--- config.mk ---
export PLATFORM = sky130hd
export DESIGN_NAME = round_robin_thread_scheduler
export DESIGN_NICKNAME = d
export VERILOG_FILES = /design/src/design/rrts_pkg.sv /design/src/design/round_robin_thread_scheduler.sv
export SDC_FILE = /design/constraint.sdc
export NUM_CORES = 1
export LEC_CHECK = 0
export ABC_AREA = 1
export BUFFER_PORTS_ARGS = -buffer_cell sky130_fd_sc_hd__buf_2
export CAP_MARGIN = 5
export CORE_MARGIN = 5
export CORE_UTILIZATION = 63
export DETAILED_ROUTE_END_ITERATION = 7
export PLACE_DENSITY = 0.88
export SETUP_SLACK_MARGIN = 0.3
export SLEW_MARGIN = 20
export SYNTH_ARGS = -nofsm -noshare
export SYNTH_HDL_FRONTEND = slang
export SYNTH_SLANG_ARGS = --single-unit
--- constraint.sdc ---
create_clock -name clk -period 2.95 [get_ports clk]
set_input_delay 0.295 -clock clk [delete_from_list [all_inputs] [get_ports clk]]
set_output_delay 0.295 -clock clk [all_outputs]
set_load 0.005 [all_outputs]
--- src/design/rrts_pkg.sv ---
// ----------------------------------------------------------------------------
// Round-robin thread scheduler package
// Shared constants, codes, payload structs and slot index helpers.
// ----------------------------------------------------------------------------
package rrts_pkg;

  localparam int NUM_SLOTS = 16;
  localparam int SLOT_W = (NUM_SLOTS > 1) ? $clog2(NUM_SLOTS) : 1;
  localparam int TID_W = 4;
  localparam int PID_W = 8;
  localparam int TS_W = 8;

  localparam logic [SLOT_W-1:0] SLOT_LAST = SLOT_W'(NUM_SLOTS - 1);
  localparam logic [TS_W-1:0] TIMESLICE_RESET = 8'd5;

  typedef enum logic [2:0] {
    ACT_CREATE    = 3'd0,
    ACT_DELETE    = 3'd1,
    ACT_YIELD     = 3'd2,
    ACT_BLOCK     = 3'd3,
    ACT_UNBLOCK   = 3'd4,
    ACT_PBLOCK    = 3'd5,
    ACT_PUNBLOCK  = 3'd6,
    ACT_TICK      = 3'd7
  } action_t;

  typedef enum logic [2:0] {
    ST_OK        = 3'd0,
    ST_NOT_FOUND = 3'd1,
    ST_FULL      = 3'd2,
    ST_NO_OTHER  = 3'd3,
    ST_IDLE      = 3'd4
  } status_t;

  typedef enum logic [3:0] {
    S_IDLE,
    S_DEC,
    S_FREE,
    S_NEXT,
    S_OWN_RUN,
    S_OWN_NEW,
    S_SWITCH,
    S_PRD,
    S_PCMP,
    S_DONE
  } state_t;

  typedef struct packed {
    action_t           action;
    logic [TID_W-1:0]  thread_id;
    logic [PID_W-1:0]  process_id;
  } req_t;

  typedef struct packed {
    status_t           status;
    logic [TID_W-1:0]  new_thread;
    logic [TID_W-1:0]  running_thread;
    logic              running_valid;
    logic              switched;
    logic              space_switch;
  } rsp_t;

  function automatic logic [SLOT_W-1:0] tid_to_slot(input logic [TID_W-1:0] tid);
    logic [SLOT_W+TID_W-1:0] wide;
    wide = {{SLOT_W{1'b0}}, tid};
    return wide[SLOT_W-1:0];
  endfunction

  function automatic logic [TID_W-1:0] slot_to_tid(input logic [SLOT_W-1:0] slot);
    logic [SLOT_W+TID_W-1:0] wide;
    wide = {{TID_W{1'b0}}, slot};
    return wide[TID_W-1:0];
  endfunction

  function automatic logic tid_in_range(input logic [TID_W-1:0] tid);
    return 32'(tid) < NUM_SLOTS;
  endfunction

endpackage

--- src/design/round_robin_thread_scheduler.sv ---
// ----------------------------------------------------------------------------
// Round-robin thread scheduler
// Slot table with used, ready and wake bits, owner memory and a scan sequencer.
// ----------------------------------------------------------------------------
// Requests arrive on req with req_valid; a transaction completes when req_valid
// is high and req_stall is low. Each request yields exactly one response on rsp
// with rsp_valid, taken when rsp_stall is low. The timeslice register is
// written through cfg_we and cfg_data; the user writes it only while the
// block is idle, and the block does not enforce this. One slot index register
// steps through the table, one slot per cycle in the create and reschedule
// searches, while the process scans read and then compare each owner before
// stepping. Create searches for a free slot; a reschedule does a circular search
// plus two owner memory reads; process block and unblock read every owner.
// The block takes one request at a time; req_stall is high from acceptance
// until the response is loaded into the output register, so the next request
// can be accepted while that response waits for the receiver.
// A stalled response holds its value, and the sequencer waits in its final
// state until the output register is free.
// Reset clears the slot bits, the running thread, the tick counter and the
// timeslice (back to 5 ticks). Owner entries need no clearing pass.
// ----------------------------------------------------------------------------
module round_robin_thread_scheduler (
  input  logic                           clk,
  input  logic                           rst,
  input  logic                           req_valid,
  output logic                           req_stall,
  input  rrts_pkg::req_t                 req,
  output logic                           rsp_valid,
  input  logic                           rsp_stall,
  output rrts_pkg::rsp_t                 rsp,
  input  logic                           cfg_we,
  input  logic [rrts_pkg::TS_W-1:0]      cfg_data
);

  rrts_pkg::state_t state, state_next;

  logic [rrts_pkg::NUM_SLOTS-1:0] used;
  logic [rrts_pkg::NUM_SLOTS-1:0] ready;
  logic [rrts_pkg::NUM_SLOTS-1:0] wake;
  logic [rrts_pkg::SLOT_W-1:0]    run;
  logic                           running;
  logic [rrts_pkg::TS_W-1:0]      tick_count;
  logic [rrts_pkg::TS_W-1:0]      timeslice;

  rrts_pkg::action_t              op;
  logic [rrts_pkg::TID_W-1:0]     tid;
  logic [rrts_pkg::PID_W-1:0]     pid;
  logic [rrts_pkg::SLOT_W-1:0]    idx;
  logic [rrts_pkg::SLOT_W-1:0]    cnt;
  rrts_pkg::status_t              status;
  logic [rrts_pkg::TID_W-1:0]     newt;
  logic                           sw;
  logic                           sp;
  logic                           any;
  logic [rrts_pkg::PID_W-1:0]     owner_a;

  logic [rrts_pkg::PID_W-1:0]     slot_owner [rrts_pkg::NUM_SLOTS];
  logic [rrts_pkg::PID_W-1:0]     owner_q;
  logic                           own_re;
  logic                           own_we;
  logic [rrts_pkg::SLOT_W-1:0]    own_addr;

  logic                           req_acc;
  logic                           rsp_load;
  logic                           out_free;
  logic [rrts_pkg::SLOT_W-1:0]    t;
  logic                           found;
  logic                           t_is_run;
  logic [rrts_pkg::TS_W-1:0]      tc_inc;
  logic                           tick_due;
  logic [rrts_pkg::SLOT_W-1:0]    idx_inc;
  logic [rrts_pkg::SLOT_W-1:0]    run_inc;
  logic                           cand_hit;
  logic                           owner_match;
  logic                           idx_last;

  assign req_acc     = req_valid && !req_stall;
  assign out_free    = !rsp_valid || !rsp_stall;
  assign t           = rrts_pkg::tid_to_slot(tid);
  assign found       = rrts_pkg::tid_in_range(tid) && used[t];
  assign t_is_run    = (t == run);
  assign tc_inc      = tick_count + 8'd1;
  assign tick_due    = (tc_inc >= timeslice);
  assign idx_last    = (idx == rrts_pkg::SLOT_LAST);
  assign idx_inc     = idx_last ? '0 : idx + 1'b1;
  assign run_inc     = (run == rrts_pkg::SLOT_LAST) ? '0 : run + 1'b1;
  assign cand_hit    = used[idx] && ready[idx];
  assign owner_match = used[idx] && (owner_q == pid);

  always_comb begin
    state_next = state;
    case (state)
      rrts_pkg::S_IDLE: begin
        if (req_acc) state_next = rrts_pkg::S_DEC;
      end
      rrts_pkg::S_DEC: begin
        state_next = rrts_pkg::S_DONE;
        case (op)
          rrts_pkg::ACT_CREATE: state_next = rrts_pkg::S_FREE;
          rrts_pkg::ACT_YIELD: begin
            if (running) state_next = rrts_pkg::S_NEXT;
          end
          rrts_pkg::ACT_DELETE: begin
            if (running && found && t_is_run) state_next = rrts_pkg::S_NEXT;
          end
          rrts_pkg::ACT_BLOCK: begin
            if (running && found && !wake[t] && t_is_run) state_next = rrts_pkg::S_NEXT;
          end
          rrts_pkg::ACT_PBLOCK, rrts_pkg::ACT_PUNBLOCK: state_next = rrts_pkg::S_PRD;
          rrts_pkg::ACT_TICK: begin
            if (tick_due && running) state_next = rrts_pkg::S_NEXT;
          end
          default: state_next = rrts_pkg::S_DONE;
        endcase
      end
      rrts_pkg::S_FREE: begin
        if (!used[idx] || idx_last) state_next = rrts_pkg::S_DONE;
      end
      rrts_pkg::S_NEXT: begin
        if (cand_hit) state_next = rrts_pkg::S_OWN_RUN;
        else if (cnt == rrts_pkg::SLOT_LAST) state_next = rrts_pkg::S_DONE;
      end
      rrts_pkg::S_OWN_RUN: state_next = rrts_pkg::S_OWN_NEW;
      rrts_pkg::S_OWN_NEW: state_next = rrts_pkg::S_SWITCH;
      rrts_pkg::S_SWITCH:  state_next = rrts_pkg::S_DONE;
      rrts_pkg::S_PRD:     state_next = rrts_pkg::S_PCMP;
      rrts_pkg::S_PCMP: begin
        state_next = idx_last ? rrts_pkg::S_DONE : rrts_pkg::S_PRD;
      end
      rrts_pkg::S_DONE: begin
        if (out_free) state_next = rrts_pkg::S_IDLE;
      end
      default: state_next = rrts_pkg::S_IDLE;
    endcase
  end

  always_comb begin
    req_stall = 1'b1;
    own_re    = 1'b0;
    own_we    = 1'b0;
    own_addr  = idx;
    rsp_load  = 1'b0;
    case (state)
      rrts_pkg::S_IDLE:    req_stall = 1'b0;
      rrts_pkg::S_FREE:    own_we = !used[idx];
      rrts_pkg::S_OWN_RUN: begin
        own_re   = 1'b1;
        own_addr = run;
      end
      rrts_pkg::S_OWN_NEW: own_re = 1'b1;
      rrts_pkg::S_PRD:     own_re = 1'b1;
      rrts_pkg::S_DONE:    rsp_load = out_free;
      default: begin
        own_re = 1'b0;
      end
    endcase
  end

  always_ff @(posedge clk) begin
    if (own_we) slot_owner[idx] <= pid;
    if (own_re) owner_q <= slot_owner[own_addr];
  end

  always_ff @(posedge clk) begin
    if (rst) begin
      state      <= rrts_pkg::S_IDLE;
      used       <= '0;
      ready      <= '0;
      wake       <= '0;
      run        <= '0;
      running    <= 1'b0;
      tick_count <= '0;
      timeslice  <= rrts_pkg::TIMESLICE_RESET;
    end else begin
      state <= state_next;
      if (cfg_we) timeslice <= cfg_data;
      case (state)
        rrts_pkg::S_IDLE: begin
          if (req_acc) begin
            op     <= req.action;
            tid    <= req.thread_id;
            pid    <= req.process_id;
            status <= rrts_pkg::ST_OK;
            newt   <= '0;
            sw     <= 1'b0;
            sp     <= 1'b0;
            any    <= 1'b0;
          end
        end
        rrts_pkg::S_DEC: begin
          cnt <= rrts_pkg::SLOT_W'(1);
          idx <= run_inc;
          case (op)
            rrts_pkg::ACT_CREATE, rrts_pkg::ACT_PBLOCK, rrts_pkg::ACT_PUNBLOCK: begin
              idx <= '0;
            end
            rrts_pkg::ACT_YIELD: begin
              if (!running) status <= rrts_pkg::ST_IDLE;
            end
            rrts_pkg::ACT_DELETE: begin
              if (!running) begin
                status <= rrts_pkg::ST_IDLE;
              end else if (!found) begin
                status <= rrts_pkg::ST_NOT_FOUND;
              end else if (!t_is_run) begin
                used[t]  <= 1'b0;
                ready[t] <= 1'b0;
                wake[t]  <= 1'b0;
              end
            end
            rrts_pkg::ACT_BLOCK: begin
              if (!running) begin
                status <= rrts_pkg::ST_IDLE;
              end else if (!found) begin
                status <= rrts_pkg::ST_NOT_FOUND;
              end else if (wake[t]) begin
                wake[t] <= 1'b0;
              end else begin
                ready[t] <= 1'b0;
              end
            end
            rrts_pkg::ACT_UNBLOCK: begin
              if (!running) begin
                status <= rrts_pkg::ST_IDLE;
              end else if (!found) begin
                status <= rrts_pkg::ST_NOT_FOUND;
              end else begin
                ready[t] <= 1'b1;
                wake[t]  <= 1'b1;
              end
            end
            rrts_pkg::ACT_TICK: begin
              if (tick_due) begin
                tick_count <= '0;
                if (!running) status <= rrts_pkg::ST_IDLE;
              end else begin
                tick_count <= tc_inc;
              end
            end
            default: begin
              status <= rrts_pkg::ST_OK;
            end
          endcase
        end
        rrts_pkg::S_FREE: begin
          if (!used[idx]) begin
            used[idx]  <= 1'b1;
            ready[idx] <= !running;
            wake[idx]  <= 1'b0;
            newt       <= rrts_pkg::slot_to_tid(idx);
            if (!running) begin
              run     <= idx;
              running <= 1'b1;
              sw      <= 1'b1;
              sp      <= 1'b1;
            end
          end else if (idx_last) begin
            status <= rrts_pkg::ST_FULL;
          end else begin
            idx <= idx_inc;
          end
        end
        rrts_pkg::S_NEXT: begin
          if (!cand_hit) begin
            if (cnt == rrts_pkg::SLOT_LAST) begin
              status <= rrts_pkg::ST_NO_OTHER;
            end else begin
              idx <= idx_inc;
              cnt <= cnt + 1'b1;
            end
          end
        end
        rrts_pkg::S_OWN_NEW: owner_a <= owner_q;
        rrts_pkg::S_SWITCH: begin
          sp        <= (owner_q != owner_a);
          sw        <= 1'b1;
          wake[idx] <= 1'b0;
          run       <= idx;
          if (op == rrts_pkg::ACT_DELETE) begin
            used[run]  <= 1'b0;
            ready[run] <= 1'b0;
            wake[run]  <= 1'b0;
          end
        end
        rrts_pkg::S_PCMP: begin
          if (owner_match) begin
            ready[idx] <= (op == rrts_pkg::ACT_PUNBLOCK);
            any        <= 1'b1;
          end
          if (idx_last) begin
            if (!(any || owner_match)) status <= rrts_pkg::ST_NOT_FOUND;
          end else begin
            idx <= idx_inc;
          end
        end
        default: begin
          any <= any;
        end
      endcase
    end
  end

  always_ff @(posedge clk) begin
    if (rst) begin
      rsp_valid <= 1'b0;
    end else if (rsp_load) begin
      rsp_valid <= 1'b1;
    end else if (!rsp_stall) begin
      rsp_valid <= 1'b0;
    end
  end

  always_ff @(posedge clk) begin
    if (rsp_load) begin
      rsp.status         <= status;
      rsp.new_thread     <= newt;
      rsp.running_thread <= running ? rrts_pkg::slot_to_tid(run) : '0;
      rsp.running_valid  <= running;
      rsp.switched       <= sw;
      rsp.space_switch   <= sp;
    end
  end

`ifndef ASSERT_OFF
  a_run_used: assert property (@(posedge clk) disable iff (rst)
    running |-> used[run])
    else $error("running thread occupies a free slot");

  a_next_running: assert property (@(posedge clk) disable iff (rst)
    state == rrts_pkg::S_NEXT |-> running)
    else $error("reschedule scan with no running thread");

  a_switch_other: assert property (@(posedge clk) disable iff (rst)
    state == rrts_pkg::S_SWITCH |-> idx != run)
    else $error("switch target equals the running slot");

  a_accept_decode: assert property (@(posedge clk) disable iff (rst)
    req_valid && !req_stall |=> state == rrts_pkg::S_DEC)
    else $error("accepted transaction not decoded");

  a_switch_valid: assert property (@(posedge clk) disable iff (rst)
    rsp_valid && rsp.switched |-> rsp.running_valid)
    else $error("switch reported with nothing running");
`endif

endmodule
======== Yosys cells after proc, flatten, opt, wreduce, memory -nomap -nowiden ========
Memories as Yosys holds them, arrays and structs flattened. A register that Yosys moved wholly into a read port is not among the register bits.
Cells that the tools add are included.
storage, ports and cells
  bits in registers ....................... 129
  bits in latches ......................... 0
  RAM bits ................................ 128
  bits in read-only memories .............. 0
  bits of input ports ..................... 28
  output and inout bits ................... 16
  memories kept ........................... 1
cells by class
  $add $sub $neg .......................... 4
  $mul .................................... 0
  divide/modulo/power cells ............... 0
  order comparisons ....................... 7
  eq/ne operators ......................... 55
  shifts and indexed selects .............. 0
  mux-type cells .......................... 107
  bitwise operators ....................... 15
  reductions and logical operators ........ 49
memories
  memory      depth  bits a word  read ports  clocked after Yosys merged registers in  wr ports  line                                text
  slot_owner  16     8            1           1                                        1         round_robin_thread_scheduler.sv:57  logic [rrts_pkg::PID_W-1:0] slot_owner [rrts_pkg::NUM_SLOTS];
operator list
  cell                   count
  $mux W16               27
  $pmux W16 S3           4
  $and A16 B16 Y16       7
  $mux W4                24
  $pmux W16 S4           1
  $not A16 Y16           3
  $or A16 B16 Y16        3
  $pmux W4 S10           1
  $ne A2 B2 Y1 const B   18
  $mux W3                11
  $ne A3 B3 Y1 const B   11
  $bwmux W16             2
  $pmux W4 S2            3
  $pmux W4 S6            1
  $eq A4 B4 Y1 const B   5
  $mux W1                19
  $bmux W1 S4            4
  $eq A4 B3 Y1 const B   4
  $pmux W4 S4            1
  $reduce_and A4 Y1      4
  $lt A4 B5 Y1 const B   3
  $pmux W3 S5            1
  $reduce_and A13 Y1     1
  $add A4 B1 Y4 const B  3
  38 further kinds       76

======== Depth between registers and ports, before layout ========
Gate-level depths: netlist (run 1).
  depth in word-level cells ............... 11
  mapped depth ............................ 18
  depth with buffers taken out ............ 18

======== Worst setup path after synthesis (run 1) ========
Ideal clock, no wire load.
  path type ............................... reg2reg
  start ................................... reg tick_count[2] (netlist bit)
  end ..................................... reg status[0] (enable)
  setup time .............................. 0.371 ns
  data arrival time ....................... 2.239 ns
  required time ........................... 2.579 ns
  slack ................................... 0.339 ns
  stages on the path, launching flop included .. 17
  buffers on the path ..................... 0
  clock period less this slack ............ 2.611 ns
  cells stage by stage .................... dfxtp_1 -> nand2_1 -> nor2_1 -> nand3_1 -> nor2_1 -> nand2_1 -> xor2_1 -> inv_1 -> ha_1 -> nand2_1 -> nor2_1 -> nand4_1 -> nand3_1 -> nor2_1 -> inv_1 -> o21ai_0 -> nor4_1
between the ends
  word-level cells in the longest chain between the ends .. 4
ends and longest elaborated chain
  element                       line                                 text
  from (decl)                   round_robin_thread_scheduler.sv:42   logic [rrts_pkg::TS_W-1:0] tick_count;
  from (signal assigned)        round_robin_thread_scheduler.sv:237  tick_count <= tc_inc;
  $add A8 B1 Y8                 round_robin_thread_scheduler.sv:82   assign tc_inc = tick_count + 8'd1;
  $ge A8 B8 Y1                  round_robin_thread_scheduler.sv:83   assign tick_due = (tc_inc >= timeslice);
  $ne A3 B3 Y1 (no line)        --
  $reduce_and A12 Y1 (no line)  --
  to (signal assigned)          round_robin_thread_scheduler.sv:183  status <= rrts_pkg::ST_OK;
  to (signal assigned)          round_robin_thread_scheduler.sv:198  if (!running) status <= rrts_pkg::ST_IDLE;
  to (signal assigned)          round_robin_thread_scheduler.sv:202  status <= rrts_pkg::ST_IDLE;
  to (decl)                     round_robin_thread_scheduler.sv:50   rrts_pkg::status_t status;
No other way between the ends.
A chain may end at the register's enable or synchronous reset.

======== Final worst setup path (run 1) ========
  start ................................... reg tick_count[0] (netlist bit)
  end ..................................... reg status[0] (enable)
Same word-level chain as after synthesis.

==> results.yml, run 1 <==
die:
  coreArea_um2: 21200
  dieArea_um2: 24700
  pin_count: 44
  num_rows: 53
  die_y_um: 157
  start_util_pct: 64.4
  die_width_um: 157
yosys:
  synth_edf_count: 191
  yosysUniqueCellTypes: 50
  synthAdderAreaFrac_pct: 1.65
  yosys_most_used_dff: "edfxtp_1"
  synth_compound_area_share_pct: 14.7
  synth_top_family_by_area: "simple AND/OR/NAND/NOR gates"
  synthArstFlopShare_pct: 0
  yosys_warnings: 0
  synth_area_um2: 13600
  syn_inst: 1578
  ys_seq_area_share_pct: 53.0
  postSynthAreaPerCell_um2: 8.64
  synthTopCellsByArea: "edfxtp_1 (42%), dfxtp_1 (11%), nand2_1 (8.7%)"
  synth_xor_area_share_pct: 1.35
  ys_ff_latch: 265
  synth_simple_gate_area_share_pct: 21.2
  yosysTopAreaCell: "edfxtp_1"
  post_synth_mux_area_share_pct: 0
  synth_top_area_share_pct: 42.1
  synth_nets: 1624
placed_design:
  dpl_cell_area_um2: 14300
  pre_cts_ws_ns: 0.167
  hpwl_um: 28900
  port_buffers: 43
  globalplace.congestion: 0.989
worst_hold_path:
  min_path_type: "input port to flop"
  min-delay-start: "cfg_data[1]"
route:
  drt_pass1_iterations: 6
  ant_nets: 0
  wl_um: 45700
  vias: 12800
  wl_per_cell_um: 23.3
  detail_route.vias_per_cell: 6.51
  drt_iter0_drc: 2176
  post-route-drc-count: 0
global_routing:
  grtUsageMet3_pct: 9.90
  grt_overflow: 0
  grt_start_max_net_pins: 65
  grtUsageTotal_pct: 35.7
  grt_util_met1_pct: 48.3
  grt_busiest_layer: "met2"
  grt_pass1_wl_um: 68100
  use_met2_pct: 54.4
  grt_antenna_before_repair: 2
  grt_pass1_vias: 12200
critical_path:
  critPathLaunch: "tick_count[0]"
  reg2reg_from: "tick_count[0]"
  start_kind: "flop"
  critical_path_class: "flop to flop"
  critPathArrivalTime_ns: 3.08
  required_ns: 3.27
  endpoint_kind: "flop"
  worstPathMaxFanout: 3
finish:
  final_util_pct: 74.2
  fillers: 1459
  final_nets: 1715
  synthToLayoutAreaGrowth_pct: 15.2
  multi_input_area_um2: 5490
  drive_gt1_share_pct: 14.3
  final_area_um2: 15700
  ff_latch_area_um2: 7230
  antenna_cells: 0
pwr:
  p_total_w: 0.0147
  ir_drop_uv: 769
  p_leak_nw: 6.33
  p_per_area_nw_per_um2: 935
clocking:
  root_buffer: "clkbuf_16"
  cts.sinks: 265
  clkTransAtPathRegs_ns: 0.06
  clockBufferDepth: 3
  clk_latency_ns: 0.57
  cts_buffers: 28
  cts_tree: "done"
  h-tree-depth: 1
sta:
  setup_ws_ns: 0.185
  fin_setup_tns_ns: 0
  tightest_slew_ns: 1.03
  hold_viol: 0
  drv_slew: 0
  finalCritPeriodShare_pct: 93.7
  slew_headroom_pct: 30.9
  skew_ns: 0.0316
  finalSetupViolCount: 0
  period_needed_ns: 2.76
  fmax_mhz: 362
  rsz0062_at_grt: "yes"
outcome:
  status: "complete, no violations"
flow_run:
  maxCapViolCount: 0
metal layers:
layer	vias to the layer above	share of wire [%]
met2	1150	44
met3	256	15
li1	5546	-
met4	4	5.5
met5	-	0.050
met1	5846	36
placed cells by master, fill, tap and decap left out, drive strengths merged, types with 2 or more instances in the layout:
master,n
a211oi,2
a21oi,85
a22oi,7
a31o,6
buf,116
bufinv,5
clkbuf,33
clkinv,15
dfxtp,74
dlygate4sd3,19
edfxtp,191
ha,18
inv,179
nand2,318
nand3,64
nand4,25
nor2,227
nor3,23
nor3b,9
nor4,3
o211a,5
o211ai,17
o21a,5
o21ai,166
o221ai,24
o22ai,20
o32ai,2
or2,5
xnor2,8
xor2,13
final timing paths:
| path | end | slack, ns | cells past startpoint |
|---|---|---|---|
| max reg2reg | status[0] | 0.19 | 16 |
| min reg2reg | rsp[10] | 0.42 | 0 |
| max | status[0] | 0.19 | 16 |
| min | timeslice[1] | 0.03 | 3 |
synth_stat cells (2+ instances only):
master,instances
a211oi_1,2
a21oi_1,84
a22oi_1,7
a31o_2,6
buf_1,4
buf_2,22
buf_4,8
buf_6,9
clkbuf_1,28
clkbuf_2,3
clkinv_1,3
dfxtp_1,74
edfxtp_1,191
ha_1,18
inv_1,168
inv_2,9
nand2_1,317
nand3_1,54
nand3_2,8
nand3_4,2
nand4_1,25
nor2_1,214
nor2_2,6
nor2_4,5
nor3_1,23
nor3b_1,9
nor4_1,3
o211a_1,5
o211ai_1,17
o21a_1,5
o21ai_0,157
o21ai_1,8
o221ai_1,24
o22ai_1,20
o32ai_1,2
or2_2,5
xnor2_1,8
xor2_1,13
cells by family (layout without fill, tap and decap cells):
group                      Yosys count  in the layout
xor gates and xnor gates            21             21
adders and majority gates           18             18
buffers and inverters              256            368
and+or+nand+nor                    674            675
DFF                                265            265
AOI/OAI and AO/OA                  344            344
stage by stage:
stage	hold slack [ns]	std cells
6_report	0.0343	1966
3_5_place_dp	0.405	1882
2_1_floorplan	0.394	1578
5_1_grt	0.0401	1966
4_1_cts	0.00576	1963
3_3_place_gp	0.400	1882
layout make-up:
cell class	instances	area share, %
flip-flops and latches	265	46.0
multi-input cells	1058	35.0
repair buffers	135	6.28
clock buffers	33	4.58
inverters	181	4.39
well taps	275	2.19
clock inverters	19	1.59
timing repair:
item | in CTS | in global routing
hold buffers | 19 | 0
endpoints found under the hold margin | 17 | 0
gates cloned | 0 | 1
buffers inserted | 10 | 2
endpoints found under the setup margin | 20 | 83
pin swaps | 10 | 15
resized for setup | 16 | 39
critical path: stages, from the launching register on:
cell and delay [ns]:
dfxtp_4 0.39, inv_4 0.06, nor2_4 0.14, nand3_4 0.10
buf_4 0.16, xor2_2 0.13, inv_1 0.07, ha_1 0.32
a21oi_1 0.21, nor2_2 0.07, a211oi_2 0.20, nand3_2 0.13
nor2_2 0.17, inv_2 0.06, o21ai_1 0.09, nor4_1 0.07
buf_4 0.16
report_power, final:
group	switching (W)	internal (W)	leakage, nW
registers	0.000380	0.00456	2.33
clock network	0.00152	0.00219	0.469
logic	0.00434	0.00169	3.54
total	0.00624	0.00845	6.33
(Power assumes the default switching activity.)
==> run 2: changes to the inputs <==
clock period = 2.7 ns   (was 2.95 ns; I/O delays follow)
==> results.yml, run 2 (synthesis gave the netlist of run 1 again) <==
route:
  wl_um: 43000
  detail_route.vias_per_cell: 6.32
  drt_pass1_iterations: 6
  wl_met3_um: 4940
  drt-met1-wl_um: 15300
  wl_per_cell_um: 21.5
  vias: 12600
  routed.top_layer: "met4"
  ant_nets: 0
  post-route-drc-count: 0
  wl_met2_um: 20400
  drt_iter0_drc: 1745
finish:
  fin_cells: 2001
  drive_gt1_share_pct: 16.9
  final_nets: 1751
  synthToLayoutAreaGrowth_pct: 18.4
  multi_input_area_um2: 5580
  final_cell_mix: "nand2_1 (312), nor2_1 (202), edfxtp_1 (191)"
  antenna_cells: 0
  ff_latch_area_um2: 7230
  final_area_um2: 16100
  fillers: 1315
  final_common_cell: "nand2_1"
die:
  die_width_um: 157
  coreArea_um2: 21200
  pin_count: 44
  dieArea_um2: 24700
  die_y_um: 157
  num_rows: 53
  start_util_pct: 64.4
global_routing:
  grt_pass1_wl_um: 64500
  grtUsageTotal_pct: 33.5
  grt_antenna_before_repair: 0
  grt_overflow: 0
  grt_start_max_net_pins: 65
  grt_pass1_vias: 12000
pwr:
  p_per_area_nw_per_um2: 1020
  p_total_w: 0.0165
  ir_drop_uv: 965
  p_leak_nw: 6.52
flow_run:
  maxCapViolCount: 0
clocking:
  clk_latency_ns: 0.57
  clockBufferDepth: 3
  h-tree-depth: 1
  clkTransAtPathRegs_ns: 0.06
  cts.sinks: 265
  root_buffer: "clkbuf_16"
  cts_buffers: 27
  cts_tree: "done"
outcome:
  status: "complete, no violations"
critical_path:
  slowest_stage: "dfxtp_4"
  critPathArrivalTime_ns: 2.84
  start_kind: "flop"
  required_ns: 2.94
  cpPeakStageDelay_ns: 0.37
  critPathTopFamily: "simple AND/OR/NAND/NOR gates"
  path_cells: "inv_2 -> nor2_4 -> buf_4 -> xnor2_1 -> inv_1 -> ha_1 -> nand2_1 -> o21ai_0 -> nand2_1 -> nand3_2 -> nor2_4 -> inv_2 -> o21ai_2 -> nor4_4"
  critical_path_class: "flop to flop"
  endpoint_kind: "flop"
  worstPathMaxFanout: 3
  path_buf_inv: 4
sta:
  finalSetupViolCount: 0
  fin_setup_tns_ns: 0
  skew_ns: 0.0264
  period_needed_ns: 2.59
  finalCritPeriodShare_pct: 96.1
  hold_viol: 0
  rsz0062_at_grt: "yes"
  whs_ns: 0.00458
  fmax_mhz: 385
  tightest_slew_ns: 0.779
  slew_headroom_pct: 46.7
  drv_slew: 0
placed_design:
  dp.cells: 1897
  port_buffers: 43
  hpwl_um: 26200
  dpl_cell_area_um2: 14500
  globalplace.congestion: 1.01
worst_hold_path:
  min_path_type: "input port to flop"
-- run 2: cell types whose count changed in the layout (fill, tap and decap cells not counted), sizes merged --
cell | previous run | this run
buf | 116 | 147
clkinvlp | 1 | 3
clkinv | 15 | 10
inv | 179 | 177
bufinv | 5 | 2
dlygate4sd3 | 19 | 23
clkbuf | 33 | 41
-- run 2: worst min-delay path: cells and delay by family --
| family | cells | cell delay, ns |
|---|---|---|
| AO/OA/AOI/OAI | 2 | 0.18 |
| buffers and inverters | 1 | 0.08 |
-- run 2: layout make-up --
class	instances	share of cell area, %
Timing Repair inverter	1	0.0543
Clock buffer	40	4.74
Clock inverter	10	0.752
Tap cell	275	2.13
Timing Repair Buffer	171	8.59
Multi-Input combinational cell	1058	34.6
Sequential cell	265	44.8
Inverter	181	4.39
-- run 2: metrics by stage --
stage,utilization [%],setup WS (ns)
after global routing,76.3,0.0268
after global placement,68.4,0.124
final,76.3,0.106
after floorplan,-,0.252
after CTS,74.2,0.245
after detailed placement,68.4,-0.00494
-- run 2: routing by layer --
metal	vias to the layer above	track usage (%)
met5	-	0
met4	0	15.5
met3	194	5.36
met2	1002	56.5
met1	5816	42.9
li1	5626	-
-- run 2: path summary, 6_finish.rpt --
path / slack, ns / endpoint / start / depth (start not counted)
min: 0.005 / timeslice[1] / cfg_data[1] / 3
max: 0.11 / status[1] / tick_count[0] / 14
min reg2reg: 0.42 / rsp[1] / sw / 0
max reg2reg: 0.11 / status[1] / tick_count[0] / 14
-- run 2: timing repair --
item	in CTS	in global routing
buffers inserted	7	20
cloned	1	3
hold endpoints to repair	20	0
setup endpoints to repair	64	200
resized for setup	17	62
pin swaps	13	14
hold buffers	23	0
-- run 2: power by group --
group | total (W) | switching (W) | internal, W | leakage (nW)
Combinational | 0.00739 | 0.00492 | 0.00247 | 3.75
Clock | 0.00378 | 0.00161 | 0.00216 | 0.436
Sequential | 0.00535 | 0.000358 | 0.00499 | 2.33
==> run 3: changes to the inputs <==
CORE_UTILIZATION = 45   (was 63)
PLACE_DENSITY = 0.68   (was 0.88)
==> results.yml, run 3 (synthesis gave the netlist of run 1 again) <==
sta:
  hold_viol: 0
  tightest_slew_ns: 0.848
  slew_headroom_pct: 43.2
  skew_ns: 0.0165
  fmax_mhz: 384
  finalCritPeriodShare_pct: 96.6
  whs_ns: 0.00755
  period_needed_ns: 2.61
  setup_ws_ns: 0.0927
  rsz0062_at_grt: "yes"
  drv_slew: 0
  finalSetupViolCount: 0
route:
  ant_nets: 0
  post-route-drc-count: 0
  drt_pass1_iterations: 6
  detail_route.vias_per_cell: 5.59
  wl_per_cell_um: 19.0
  drt_iter0_drc: 1123
  vias: 11900
  wl_um: 40500
die:
  die_width_um: 184
  coreArea_um2: 29800
  dieArea_um2: 33900
  start_util_pct: 45.7
  pin_count: 44
  die_y_um: 184
  num_rows: 63
pwr:
  p_per_area_nw_per_um2: 1000
  p_total_w: 0.0166
  p_leak_nw: 6.63
  ir_drop_uv: 815
critical_path:
  path_common_cell: "buf_4"
  critPathArrivalTime_ns: 3.05
  worstPathMaxFanout: 3
  start_kind: "flop"
  endpoint_kind: "flop"
  slowest_stage: "dfxtp_2"
  critPathTopFamily: "buffers and inverters"
  path_buf_inv: 16
  critical_path_class: "flop to flop"
  cpPeakStageDelay_ns: 0.35
  path_cells: "inv_2 -> buf_4 -> buf_4 -> buf_4 -> buf_4 -> buf_4 -> buf_4 -> buf_4 -> buf_4 -> buf_4 -> buf_4 -> buf_4 -> buf_4 -> buf_4 -> buf_4 -> buf_4 -> o21ai_0 -> a21oi_1"
  required_ns: 3.14
finish:
  antenna_cells: 0
  drive_gt1_share_pct: 17.8
  synthToLayoutAreaGrowth_pct: 21.7
  final_nets: 1766
  fin_cells: 2130
  final_common_cell: "nand2_1"
  final_cell_mix: "nand2_1 (310), nor2_1 (195), edfxtp_1 (191)"
global_routing:
  grt_overflow: 0
  grt_pass1_vias: 11000
  grtUsageTotal_pct: 22.3
  grt_antenna_before_repair: 0
  grt_pass1_wl_um: 60200
  grt_start_max_net_pins: 65
placed_design:
  dp.cells: 2011
  port_buffers: 43
  hpwl_um: 25600
  pre_cts_ws_ns: 0.00669
  globalplace.congestion: 0.993
clocking:
  cts_tree: "done"
  cts_buffers: 28
  h-tree-depth: 1
  clk_latency_ns: 0.56
  cts.sinks: 265
  clkTransAtPathRegs_ns: 0.06
  root_buffer: "clkbuf_16"
  clockBufferDepth: 3
worst_hold_path:
  min_path_type: "input port to flop"
outcome:
  status: "complete, no violations"
flow_run:
  maxCapViolCount: 0
[run 3: cell types whose count changed in the layout (fill, tap and decap cells not counted), moves of 4 or more]
cell,previous run,this run
clkinv_1,2,8
clkbuf_1,9,5
buf_6,8,12
o21ai_0,150,146
clkbuf_8,4,0
nor2_1,202,195
clkinvlp_4,3,7
o21ai_1,12,17
clkbuf_16,28,33
[run 3: timing repair]
item | in CTS | in global routing
hold buffers | 24 | 0
hold endpoints to repair | 21 | 0
setup endpoints to repair | 23 | 192
pin swaps | 12 | 19
setup buffers | 21 | 10
resized for setup | 10 | 95
gates cloned | 0 | 14
[run 3: path summary, 6_finish.rpt]
path | from | end | slack, ns | cells past startpoint
worst max-delay path | tick_count[0] | tick_count[0] | 0.09 | 18
worst min-delay path | cfg_data[6] | timeslice[6] | 0.008 | 3
worst max register to register | tick_count[0] | tick_count[0] | 0.09 | 18
worst min register to register | status[1] | rsp[12] | 0.43 | 0
[run 3: worst register-to-register path, stage by stage (launching register included)]
cell	delay, ns
dfxtp_2	0.35
inv_2	0.06
buf_4	0.12
buf_4	0.12
buf_4	0.12
buf_4	0.12
buf_4	0.12
buf_4	0.12
buf_4	0.12
buf_4	0.13
buf_4	0.13
buf_4	0.12
buf_4	0.12
buf_4	0.12
buf_4	0.12
buf_4	0.12
buf_4	0.13
o21ai_0	0.18
a21oi_1	0.08
[run 3: layer usage]
| metal | vias up | GRT usage [%] | wire length (um) | part of all wire (%) |
|---|---|---|---|---|
| met2 | 581 | 37.3 | 18900 | 47 |
| met1 | 5564 | 30.3 | 16700 | 41 |
| met5 | - | 0 | 0 | 0 |
| li1 | 5651 | - | - | - |
| met4 | 0 | 5.94 | 1460 | 3.6 |
| met3 | 102 | 3.50 | 3440 | 8.5 |
[run 3: stage by stage]
step                      area [um^2]  util [%]  setup TNS, ns
after floorplan                 13700         -              0
after global placement          14600      49.1              0
after detailed placement        14600      49.1              0
after CTS                       16000      53.7              0
after global routing            16600      55.7         -0.303
final                           16600      55.7              0
[run 3: cell type report]
class,instances,area (um^2)
well taps,390,488
clock buffers,33,719
repair buffers,185,1620
fillers,2586,13200
multi-input cells,1057,5600
repair inverters,2,15.0
clock inverters,17,213
inverters,181,707
flip-flops and latches,265,7220
[run 3: power breakdown]
part | internal [W] | switching (W) | total, W
Clock | 0.00229 | 0.00160 | 0.00389
Combinational | 0.00262 | 0.00479 | 0.00741
Sequential | 0.00499 | 0.000338 | 0.00533
